$ cat src/hw/rtl/smdb_pkg.sv
// ----------------------------------------------------------------------------
// Density binner package
// Types, codes and fixed constants shared by the density binner modules.
// ----------------------------------------------------------------------------
`timescale 1ns / 1ps
`default_nettype none
package smdb_pkg;

  localparam int NTONES     = 20;
  localparam int NTHRES     = 10;
  localparam int QUO_W      = 16;
  localparam int STRIDE_W   = 17;
  localparam int IDX_W      = 16;
  localparam int VAL_W      = 32;
  localparam int CODE_W     = 6;
  localparam int CHAR_W     = 7;
  localparam int SIDE_W     = 7;
  localparam int MODE_W     = 2;
  localparam int CFG_IDX_W  = 3;
  localparam int CFG_DATA_W = 16;
  localparam int MAXW_W     = 6;
  localparam int STEP_W     = 5;

  typedef enum logic [CFG_IDX_W-1:0] {
    REG_ROWS, REG_COLS, REG_MAXW, REG_STRIDE, REG_STRUCT
  } cfg_reg_t;

  typedef enum logic [MODE_W-1:0] {
    MODE_ADD, MODE_READ, MODE_CLEAR, MODE_NOP
  } mode_t;

  typedef enum logic [2:0] {
    JOB_STRIDE, JOB_GW, JOB_GH, JOB_ROW, JOB_COL, JOB_TEN
  } div_job_t;

  typedef enum logic {
    DIV_QUO, DIV_TEN
  } div_op_t;

  typedef enum logic [1:0] {
    RES_OK, RES_DROP, RES_CODE
  } res_kind_t;

  typedef enum logic [4:0] {
    ST_INIT, ST_IDLE, ST_PREP, ST_STR_WAIT, ST_GW_START, ST_GW_WAIT,
    ST_GH_START, ST_GH_WAIT, ST_DISPATCH, ST_ROW_WAIT, ST_COL_START,
    ST_COL_WAIT, ST_CHECK, ST_MEM_RD, ST_LATCH, ST_ADD_WR, ST_DECIDE,
    ST_TEN_WAIT, ST_CLEAR, ST_OUT
  } ctrl_state_t;

  typedef struct packed {
    logic      capture;
    logic      stride_direct;
    logic      div_start;
    div_job_t  job;
    logic      dirty_clr;
    logic      bin_direct;
    logic      mem_rd;
    logic      x_load;
    logic      add_wr;
    logic      clr_max;
    logic      clr_step;
    logic      res_load;
    res_kind_t res_kind;
  } smdb_cmd_t;

  typedef struct packed {
    logic  dirty;
    logic  mw_zero;
    logic  div_done;
    logic  out_of_grid;
    logic  need_ten;
    logic  clr_last;
    logic  out_full;
    mode_t mode;
  } smdb_sts_t;

  // Character of a palette code in the alphabet 0-9 A-Z a-z + /.
  function automatic logic [CHAR_W-1:0] char_of(input logic [CODE_W-1:0] c);
    logic [CHAR_W-1:0] r;
    if (c < 6'd10) begin
      r = 7'd48 + CHAR_W'(c);
    end else if (c < 6'd36) begin
      r = 7'd55 + CHAR_W'(c);
    end else if (c < 6'd62) begin
      r = 7'd61 + CHAR_W'(c);
    end else if (c == 6'd62) begin
      r = 7'd43;
    end else begin
      r = 7'd47;
    end
    return r;
  endfunction

endpackage
`default_nettype wire

$ cat src/hw/rtl/smdb_ctrl.sv
// ----------------------------------------------------------------------------
// Density binner controller
// Sequences geometry updates, divisions, bin store access and results.
// ----------------------------------------------------------------------------
`timescale 1ns / 1ps
`default_nettype none
module smdb_ctrl (
  input  wire logic                 clk,
  input  wire logic                 rst_n,
  input  wire logic                 in_valid,
  output logic                      in_ready,
  input  wire smdb_pkg::smdb_sts_t  sts,
  output smdb_pkg::smdb_cmd_t       cmd
);
  import smdb_pkg::*;

  ctrl_state_t state_r, state_nxt;
  res_kind_t   res_kind_r, res_kind_nxt;

  always_ff @(posedge clk) begin
    if (!rst_n) begin
      state_r    <= ST_INIT;
      res_kind_r <= RES_OK;
    end else begin
      state_r    <= state_nxt;
      res_kind_r <= res_kind_nxt;
    end
  end

  always_comb begin
    state_nxt    = state_r;
    res_kind_nxt = res_kind_r;
    cmd          = '0;
    in_ready     = 1'b0;
    case (state_r)
      ST_INIT: begin
        cmd.clr_step = 1'b1;
        if (sts.clr_last) state_nxt = ST_IDLE;
      end
      ST_IDLE: begin
        in_ready = 1'b1;
        if (in_valid) begin
          cmd.capture = 1'b1;
          state_nxt   = ST_PREP;
        end
      end
      // After a register write the stride and grid sides are worked out again.
      ST_PREP: begin
        if (!sts.dirty) begin
          state_nxt = ST_DISPATCH;
        end else if (sts.mw_zero) begin
          cmd.stride_direct = 1'b1;
          state_nxt         = ST_GW_START;
        end else begin
          cmd.div_start = 1'b1;
          cmd.job       = JOB_STRIDE;
          state_nxt     = ST_STR_WAIT;
        end
      end
      ST_STR_WAIT: if (sts.div_done) state_nxt = ST_GW_START;
      ST_GW_START: begin
        cmd.div_start = 1'b1;
        cmd.job       = JOB_GW;
        state_nxt     = ST_GW_WAIT;
      end
      ST_GW_WAIT: if (sts.div_done) state_nxt = ST_GH_START;
      ST_GH_START: begin
        cmd.div_start = 1'b1;
        cmd.job       = JOB_GH;
        state_nxt     = ST_GH_WAIT;
      end
      ST_GH_WAIT: begin
        if (sts.div_done) begin
          cmd.dirty_clr = 1'b1;
          state_nxt     = ST_DISPATCH;
        end
      end
      ST_DISPATCH: begin
        case (sts.mode)
          MODE_ADD: begin
            cmd.div_start = 1'b1;
            cmd.job       = JOB_ROW;
            state_nxt     = ST_ROW_WAIT;
          end
          MODE_READ: begin
            cmd.bin_direct = 1'b1;
            state_nxt      = ST_CHECK;
          end
          MODE_CLEAR: begin
            cmd.clr_max = 1'b1;
            state_nxt   = ST_CLEAR;
          end
          default: begin
            res_kind_nxt = RES_OK;
            state_nxt    = ST_OUT;
          end
        endcase
      end
      ST_ROW_WAIT: if (sts.div_done) state_nxt = ST_COL_START;
      ST_COL_START: begin
        cmd.div_start = 1'b1;
        cmd.job       = JOB_COL;
        state_nxt     = ST_COL_WAIT;
      end
      ST_COL_WAIT: if (sts.div_done) state_nxt = ST_CHECK;
      ST_CHECK: begin
        if (sts.out_of_grid) begin
          res_kind_nxt = RES_DROP;
          state_nxt    = ST_OUT;
        end else begin
          state_nxt = ST_MEM_RD;
        end
      end
      ST_MEM_RD: begin
        cmd.mem_rd = 1'b1;
        state_nxt  = ST_LATCH;
      end
      ST_LATCH: begin
        cmd.x_load = 1'b1;
        state_nxt  = (sts.mode == MODE_ADD) ? ST_ADD_WR : ST_DECIDE;
      end
      ST_ADD_WR: begin
        cmd.add_wr   = 1'b1;
        res_kind_nxt = RES_OK;
        state_nxt    = ST_OUT;
      end
      ST_DECIDE: begin
        if (sts.need_ten) begin
          cmd.div_start = 1'b1;
          cmd.job       = JOB_TEN;
          state_nxt     = ST_TEN_WAIT;
        end else begin
          res_kind_nxt = RES_CODE;
          state_nxt    = ST_OUT;
        end
      end
      ST_TEN_WAIT: begin
        if (sts.div_done) begin
          res_kind_nxt = RES_CODE;
          state_nxt    = ST_OUT;
        end
      end
      ST_CLEAR: begin
        cmd.clr_step = 1'b1;
        if (sts.clr_last) begin
          res_kind_nxt = RES_OK;
          state_nxt    = ST_OUT;
        end
      end
      ST_OUT: begin
        if (!sts.out_full) begin
          cmd.res_load = 1'b1;
          cmd.res_kind = res_kind_r;
          state_nxt    = ST_IDLE;
        end
      end
      default: state_nxt = ST_IDLE;
    endcase
  end
endmodule
`default_nettype wire

$ cat config.mk
export PLATFORM = sky130hd
export DESIGN_NAME = smdb_ctrl
export DESIGN_NICKNAME = d
export VERILOG_FILES = /design/src/hw/rtl/smdb_pkg.sv /design/src/hw/rtl/smdb_ctrl.sv
export SDC_FILE = /design/constraint.sdc
export NUM_CORES = 1
export LEC_CHECK = 0
export BUFFER_PORTS_ARGS = -buffer_cell sky130_fd_sc_hd__buf_2
export CAP_MARGIN = 10
export CORE_MARGIN = 2
export CORE_UTILIZATION = 51
export DETAILED_ROUTE_END_ITERATION = 10
export GPL_ROUTABILITY_DRIVEN = 0
export GPL_TIMING_DRIVEN = 0
export PLACE_DENSITY_LB_ADDON = 0.3
export SETUP_SLACK_MARGIN = 0.02
export SYNTH_ARGS = -nofsm -noshare
export SYNTH_HDL_FRONTEND = slang
export SYNTH_SLANG_ARGS = --single-unit
$ cat constraint.sdc
create_clock -name clk -period 2.37 [get_ports clk]
set_input_delay 0.474 -clock clk [delete_from_list [all_inputs] [get_ports clk]]
set_output_delay 0.474 -clock clk [all_outputs]
set_load 0.05 [all_outputs]
# Word level (Yosys, flattened, before mapping)
# Index checks and enable logic that the tools add are counted.
# classes
n_eq_ne	34
n_mux	45
reduce_logical	7
# op_table
operator	n
$pmux W5 S20	1
$mux W5	14
$eq A5 B4 Y1 const B	8
$ne A2 B2 Y1 const B	13
$pmux W4 S6	1
$eq A5 B3 Y1 const B	4
$eq A5 B5 Y1 const B	4
$mux W1	15
$pmux W5 S3	1
$mux W2	6
$mux W4	3
$pmux W2 S6	1
$eq A5 B2 Y1 const B	2
$reduce_and A10 Y1	1
$mux W3	3
$reduce_and A6 Y1	1
$reduce_bool A6 Y1	1
$eq A5 B1 Y1 const B	1
$logic_not A5 Y1	1
$reduce_or A3 Y1	1
$eq A2 B1 Y1 const B	1
$eq A2 B2 Y1 const B	1
$logic_not A2 Y1	1
$reduce_or A2 Y1	1
# totals
ff_bits	7
input_bits	12
output_inout_bits	17
word_cells	88

# Depth between registers and ports, before layout
# Gate-level depths: netlist (run 1).
# logic_depth
word_depth	4
mapped_depth	7
depth_no_buf	7

# Least setup slack after synthesis (run 1)
# OpenSTA, ideal clock, no wires.
# synth_timing
path_kind	register to output
from	register state_r[3]
to	output cmd[10] (netlist name)
arrival_time_ns	2.564
required_ns	1.896
setup_slack_ns	-0.668
stages_incl_launch_ff	5
path_buffers	1
path_cell_list	dfxtp_1 clkbuf_1 nor2b_1 a21oi_1 o41ai_1
# synth_lines
item	line	rtl
start: declaration	smdb_ctrl.sv:17	ctrl_state_t state_r, state_nxt;
start signal: assignment	smdb_ctrl.sv:25	state_r <= state_nxt;
end: declaration	smdb_ctrl.sv:13	output smdb_pkg::smdb_cmd_t cmd

==> metrics, run 1 <==
status=finished clean; slowest stage delay, CP=0.44 ns; total power=375 uW; I/O pin count=29; Clk Latency, worst-skew pair=0.25 ns; Worst Tran Pin Value=0.491 ns; Port-buffer cells=27; RSZ-0062 raised after global routing=yes; Mapped Avg Cell Area=6.75 sq um; Yosys cell types=44; Cell Area, Synth=998 sq um; first-pass GRT wire length=4.46 mm; Synth Register Bits=7; number of remaining DRC errors=0; clk sinks=7; Post-Route WL=3.12 mm; post-synthesis instance total=148; Die Y=48.2 um; R2R Path Start=state_r[4]$_SDFFE_PN0P_; WS Path Type=reg -> out; YS warnings=0; CTS tree=built; r2r worst-path depth=6; vias in the first global route=1007; initial antenna violation count=0; P_leak=0.587 nW; Min-Delay Path Class=reg -> reg; nets=197; Num CTS Buffers=3; Chip Width=48.2 um; Slowest-stage cell, CP=nor3b_2; syn_nets=165; Final Cycle Share=0.976; Final Util=0.695; sequential share of power=0.333; H-tree levels=1; Gate power share=0.384; grt met1 use=0.374; Worst setup EP type=output pin; post-synth top area share=0.140; hold_ws=0.462 ns; final setup vio count=0; Critical Path RT=1.90 ns; GR Util met2=0.413; Pint=233 uW; DP HPWL=2.34 mm; clock buffer depth=2; ratio of cells with drive above 1 in the final layout=0.318; Fillers=168; CP startpoint=state_r[3]$_SDFFE_PN0P_; setup TNS=0 ns; vias per cell=6.16; area of the multi-input gates=891 sq um; Hold Vio Cnt, Final=0; DRT antenna net count=0; GR Overflow Total=0; Core Rows=16; DRT Pass-1 Iters=4; post-synth top area cell=dfxtp_1; Slew Viols, Final=0; register area share after synthesis=0.140; Vias=1268; Clk pwr share=0.283; clk_skew=0.000472 ns; Avg WL per Cell=15.2 um; Data arrival, critical path=1.84 ns; GRT Max-Usage Layer=met2; Reg clk slew, reported paths=0.05 ns; commonest non-fill, non-tap cells in the layout=buf_2, nor2_1, nand2_1; 1st-iter DRT viols=55; Max-slew headroom=0.673; die area=2330 sq um; Root Driver=clkbuf_4; Tmin final=2.31 ns; hold_sp=res_kind_r[1]$_SDFFE_PN0P_; register area=141 sq um; Antenna Diode Count=0; Core ar.=1900 sq um; Synth area leaders=dfxtp_1, ha_1, nor2_1; routing usage on met3=0.0741; Worst setup SP type=flop; Max FO, Critical Path=10; r2r setup slk=0.41 ns; commonest non-fill, non-tap cell in the layout=buf_2; Area Overhead vs Synth=32.5%; # Post-CTS Setup Buffers=0; Worst setup endpoint=cmd[10]; CP cell instances=clkbuf_2, nor3b_2, nand3_1, o41ai_2, buf_2; largest net degree at the start of global routing=11; maximum clock rate=432 MHz; maxcap violations=0; Worst VDD drop=0.000421 V; Initial Util=0.525; Sw Pwr=142 uW; Cell Pwr Density=284 nW/um^2; Total Routing Usage GR=0.274; reg2reg end=state_r[0]$_SDFFE_PN0P_; sw frac=0.379
[how the worst min path moves through the flow]
stage,end,slack (ns),cells after the start
detailed placement,res_kind_r[1]$_SDFFE_PN0P_,0.46,2
CTS,res_kind_r[1]$_SDFFE_PN0P_,0.47,2
finish,res_kind_r[1]$_SDFFE_PN0P_,0.46,2
global placement,res_kind_r[1]$_SDFFE_PN0P_,0.44,2
floorplan,res_kind_r[1]$_SDFFE_PN0P_,0.43,2
global route,res_kind_r[1]$_SDFFE_PN0P_,0.50,2
[logic make-up after synthesis]
group	count (synthesis)	synth area share
muxes	1	0.0100
DFF	7	0.140
adders and majority gates	5	0.0627
buffers and inverters	15	0.0614
and+or+nand+nor	79	0.436
AOI/OAI and AO/OA	39	0.272
xor gates and xnor gates	2	0.0175
[worst max-delay path, delay by kind of cell, from the launching register on]
kind	cells	cell delay, ns
AO/OA/AOI/OAI	1	0.08
buffers and inverters	2	0.51
flip-flops	1	0.33
AND/OR/NAND/NOR	2	0.66
[registers in the layout, summed over array words and instances (netlist names)]
signal / flops
res_kind_r: 2
state_r: 5
[metal layers]
layer  part of all wire  vias to the layer above
li1                   -                      615
met1               0.41                      551
met2               0.46                       92
met3              0.098                       10
met4              0.027                        0
met5                  0                        -
[power by group through the flow]
stage / registers (mW) / clock network (mW) / logic [mW]
after floorplan: 0.125 / 0 / 0.100
after global placement: 0.127 / 0 / 0.133
after detailed placement: 0.127 / 0 / 0.135
after CTS: 0.125 / 0.109 / 0.138
after global routing: 0.125 / 0.119 / 0.156
final: 0.125 / 0.106 / 0.144
[per-stage QoR]
stage | instance area (sq um) | std cells | worst slack, ns
3_3_place_gp | 1210 | 202 | 0.0866
6_report | 1320 | 206 | 0.0571
4_1_cts | 1260 | 206 | 0.0134
3_5_place_dp | 1210 | 202 | 0.0644
5_1_grt | 1320 | 206 | -0.00917
2_1_floorplan | 1040 | 148 | -0.00458
[what timing repair did]
| item | in CTS | in global routing |
|---|---|---|
| hold buffers | 0 | 0 |
| resized for setup | 8 | 19 |
| endpoints found under the setup margin | 5 | 7 |
[cell type report]
class / instances / area share
well taps: 27 / 0.0255
repair buffers: 27 / 0.112
multi-input cells: 126 / 0.674
inverters: 5 / 0.0142
flip-flops and latches: 7 / 0.107
clock buffers: 4 / 0.0199
plain buffers: 10 / 0.0482
[cell usage after synthesis, drive strengths merged]
library cell / n
and2: 7
o22ai: 1
nor2: 15
nand3b: 2
xor2: 2
nor3b: 2
nor2b: 4
nor4b: 2
or3b: 1
o21ai: 7
nand4: 2
a221oi: 1
nand2b: 5
and3: 1
nand3: 6
a21o: 1
and3b: 1
a31oi: 3
ha: 5
o41ai: 1
mux2i: 1
buf: 6
o2bb2ai: 1
o311a: 1
nor3: 7
or3: 4
or2: 1
nor4: 6
a31o: 1
dfxtp: 7
o32a: 1
a211o: 1
o41a: 1
a211oi: 1
o211ai: 5
inv: 5
clkbuf: 4
nand2: 13
a2bb2oi: 1
o31ai: 6
a21oi: 6
(Power assumes the default switching activity.)
==> inputs of run 2 (changes only) <==
--- a/config.mk
+++ b/config.mk
@@ -5,8 +5,10 @@
 export SDC_FILE = /design/constraint.sdc
 export NUM_CORES = 1
 export LEC_CHECK = 0
+export ABC_AREA = 0
 export BUFFER_PORTS_ARGS = -buffer_cell sky130_fd_sc_hd__buf_2
 export CAP_MARGIN = 10
+export CORE_ASPECT_RATIO = 1.25
 export CORE_MARGIN = 2
 export CORE_UTILIZATION = 51
 export DETAILED_ROUTE_END_ITERATION = 10
==> metrics, run 2 (synthesis gave the netlist of run 1 again) <==
maximum clock rate=431 MHz; Final Cycle Share=0.979; RSZ-0062 raised after global routing=yes; maxcap violations=0; Finished Layout Cells=198; 1st-iter DRT viols=82; Min-Delay Path Class=reg -> reg; Worst setup EP type=output pin; Data arrival, critical path=1.85 ns; clock buffer depth=2; DRT Pass-1 Iters=4; WS Path Type=reg -> out; pre-CTS setup slack=0.0238 ns; Max FO, Critical Path=10; Reg clk slew, reported paths=0.06 ns; die area=2330 sq um; Total Routing Usage GR=0.296; I/O pin count=29; R2R Path Start=state_r[4]$_SDFFE_PN0P_; vias in the first global route=1151; largest reg by FF count=state_r; H-tree levels=1; GR Overflow Total=0; r2r setup slk=0.37 ns; ratio of cells with drive above 1 in the final layout=0.307; Critical Path RT=1.90 ns; DP HPWL=2.39 mm; Die Y=53.5 um; number of remaining DRC errors=0; Num CTS Buffers=3; final setup vio count=0; commonest non-fill, non-tap cell in the layout=buf_2; Worst VDD drop=0.000293 V; Sw Pwr=148 uW; Max-slew headroom=0.686; Cell Pwr Density=295 nW/um^2; Fillers=149; CTS tree=built; total power=381 uW; clk_skew=0.00598 ns; sequential share of power=0.328; Antenna Diode Count=0; Chip Width=43.6 um; Worst Tran Pin Value=0.469 ns; initial antenna violation count=0; Vias=1302; Clk pwr share=0.292; Core ar.=1810 sq um; Tmin final=2.32 ns; setup ws final=0.0509 ns; Clk Latency, worst-skew pair=0.26 ns; hold_ws=0.465 ns; Worst setup SP type=flop; commonest non-fill, non-tap cells in the layout=buf_2, nor2_1, nand2_1; largest net degree at the start of global routing=11; biggest regs=state_r: 5 flops, res_kind_r: 2 flops; clk sinks=7; Post-Route WL=3.20 mm; Hold Vio Cnt, Final=0; Root Driver=clkbuf_4; Core Rows=17; sw frac=0.388; Placed Cells incl. Taps=194; vias per cell=6.58; first-pass GRT wire length=5.23 mm; Gate power share=0.380; hold_sp=res_kind_r[1]$_SDFFE_PN0P_; cts hold-fix bufs=0; nets=197; max reg flops=5; Pint=233 uW; Initial Util=0.552; Final Util=0.713; CP startpoint=state_r[3]$_SDFFE_PN0P_; Area Overhead vs Synth=29.2%; P_leak=0.584 nW; Port-buffer cells=27; DRT antenna net count=0; Slew Viols, Final=0; status=finished clean; Avg WL per Cell=16.2 um
run 2: cell count changes in the layout (fill, tap and decap cells not counted):
cell      previous run  this run
clkbuf_4            11         6
buf_2               24        27
buf_4                1         3
buf_6                1         0
clkbuf_2             1         2
nor4b_1              0         1
nor4b_2              1         0
or3b_1               0         1
or3b_4               1         0
run 2: final cells by class:
cell class / instances / area [sq um] / area share
clock buffer: 4 / 26.3 / 0.0204
inverter: 5 / 18.8 / 0.0145
multi-input combinational: 126 / 882 / 0.684
buffer: 10 / 57.6 / 0.0446
timing repair buffer: 27 / 140 / 0.109
tap: 19 / 23.8 / 0.0184
sequential: 7 / 141 / 0.110
run 2: critical path, stage by stage, from the launching register on:
cell and delay (ns):
dfxtp_1 0.33, clkbuf_2 0.19, nor3b_2 0.46, nand3_1 0.21
o41ai_2 0.09, buf_2 0.31
run 2: power groups by stage:
stage / clock, mW / sequential [mW] / combinational [mW]
floorplan: 0 / 0.125 / 0.100
global placement: 0 / 0.127 / 0.132
detailed placement: 0 / 0.127 / 0.136
CTS: 0.112 / 0.124 / 0.140
global route: 0.120 / 0.125 / 0.158
finish: 0.111 / 0.125 / 0.145
run 2: path summary, 6_finish.rpt:
check / to / cells after the start
worst max register to register: state_r[1]$_SDFFE_PN0P_ / 6
worst max-delay path: cmd[10] / 5
worst min register to register: res_kind_r[1]$_SDFFE_PN0P_ / 2
worst min-delay path: res_kind_r[1]$_SDFFE_PN0P_ / 2
run 2: per-layer routing:
| metal | global-route usage | vias to the layer above | routed length (um) |
|---|---|---|---|
| met3 | 0.0375 | 17 | 293 |
| li1 | - | 612 | - |
| met2 | 0.512 | 98 | 1500 |
| met5 | 0 | - | 0 |
| met4 | 0.106 | 0 | 150 |
| met1 | 0.367 | 575 | 1260 |
run 2: per-stage QoR:
| step | cell area [sq um] | TNS, ns |
|---|---|---|
| after floorplan | 1040 | -0.00458 |
| after global placement | 1200 | 0 |
| after detailed placement | 1200 | 0 |
| after CTS | 1260 | 0 |
| after global routing | 1290 | 0 |
| final | 1290 | 0 |
run 2: what timing repair did:
action / 4_1_cts / 5_1_grt
setup buffers: 0 / 0
setup endpoints to repair: 6 / 5
gates resized for setup: 9 / 11
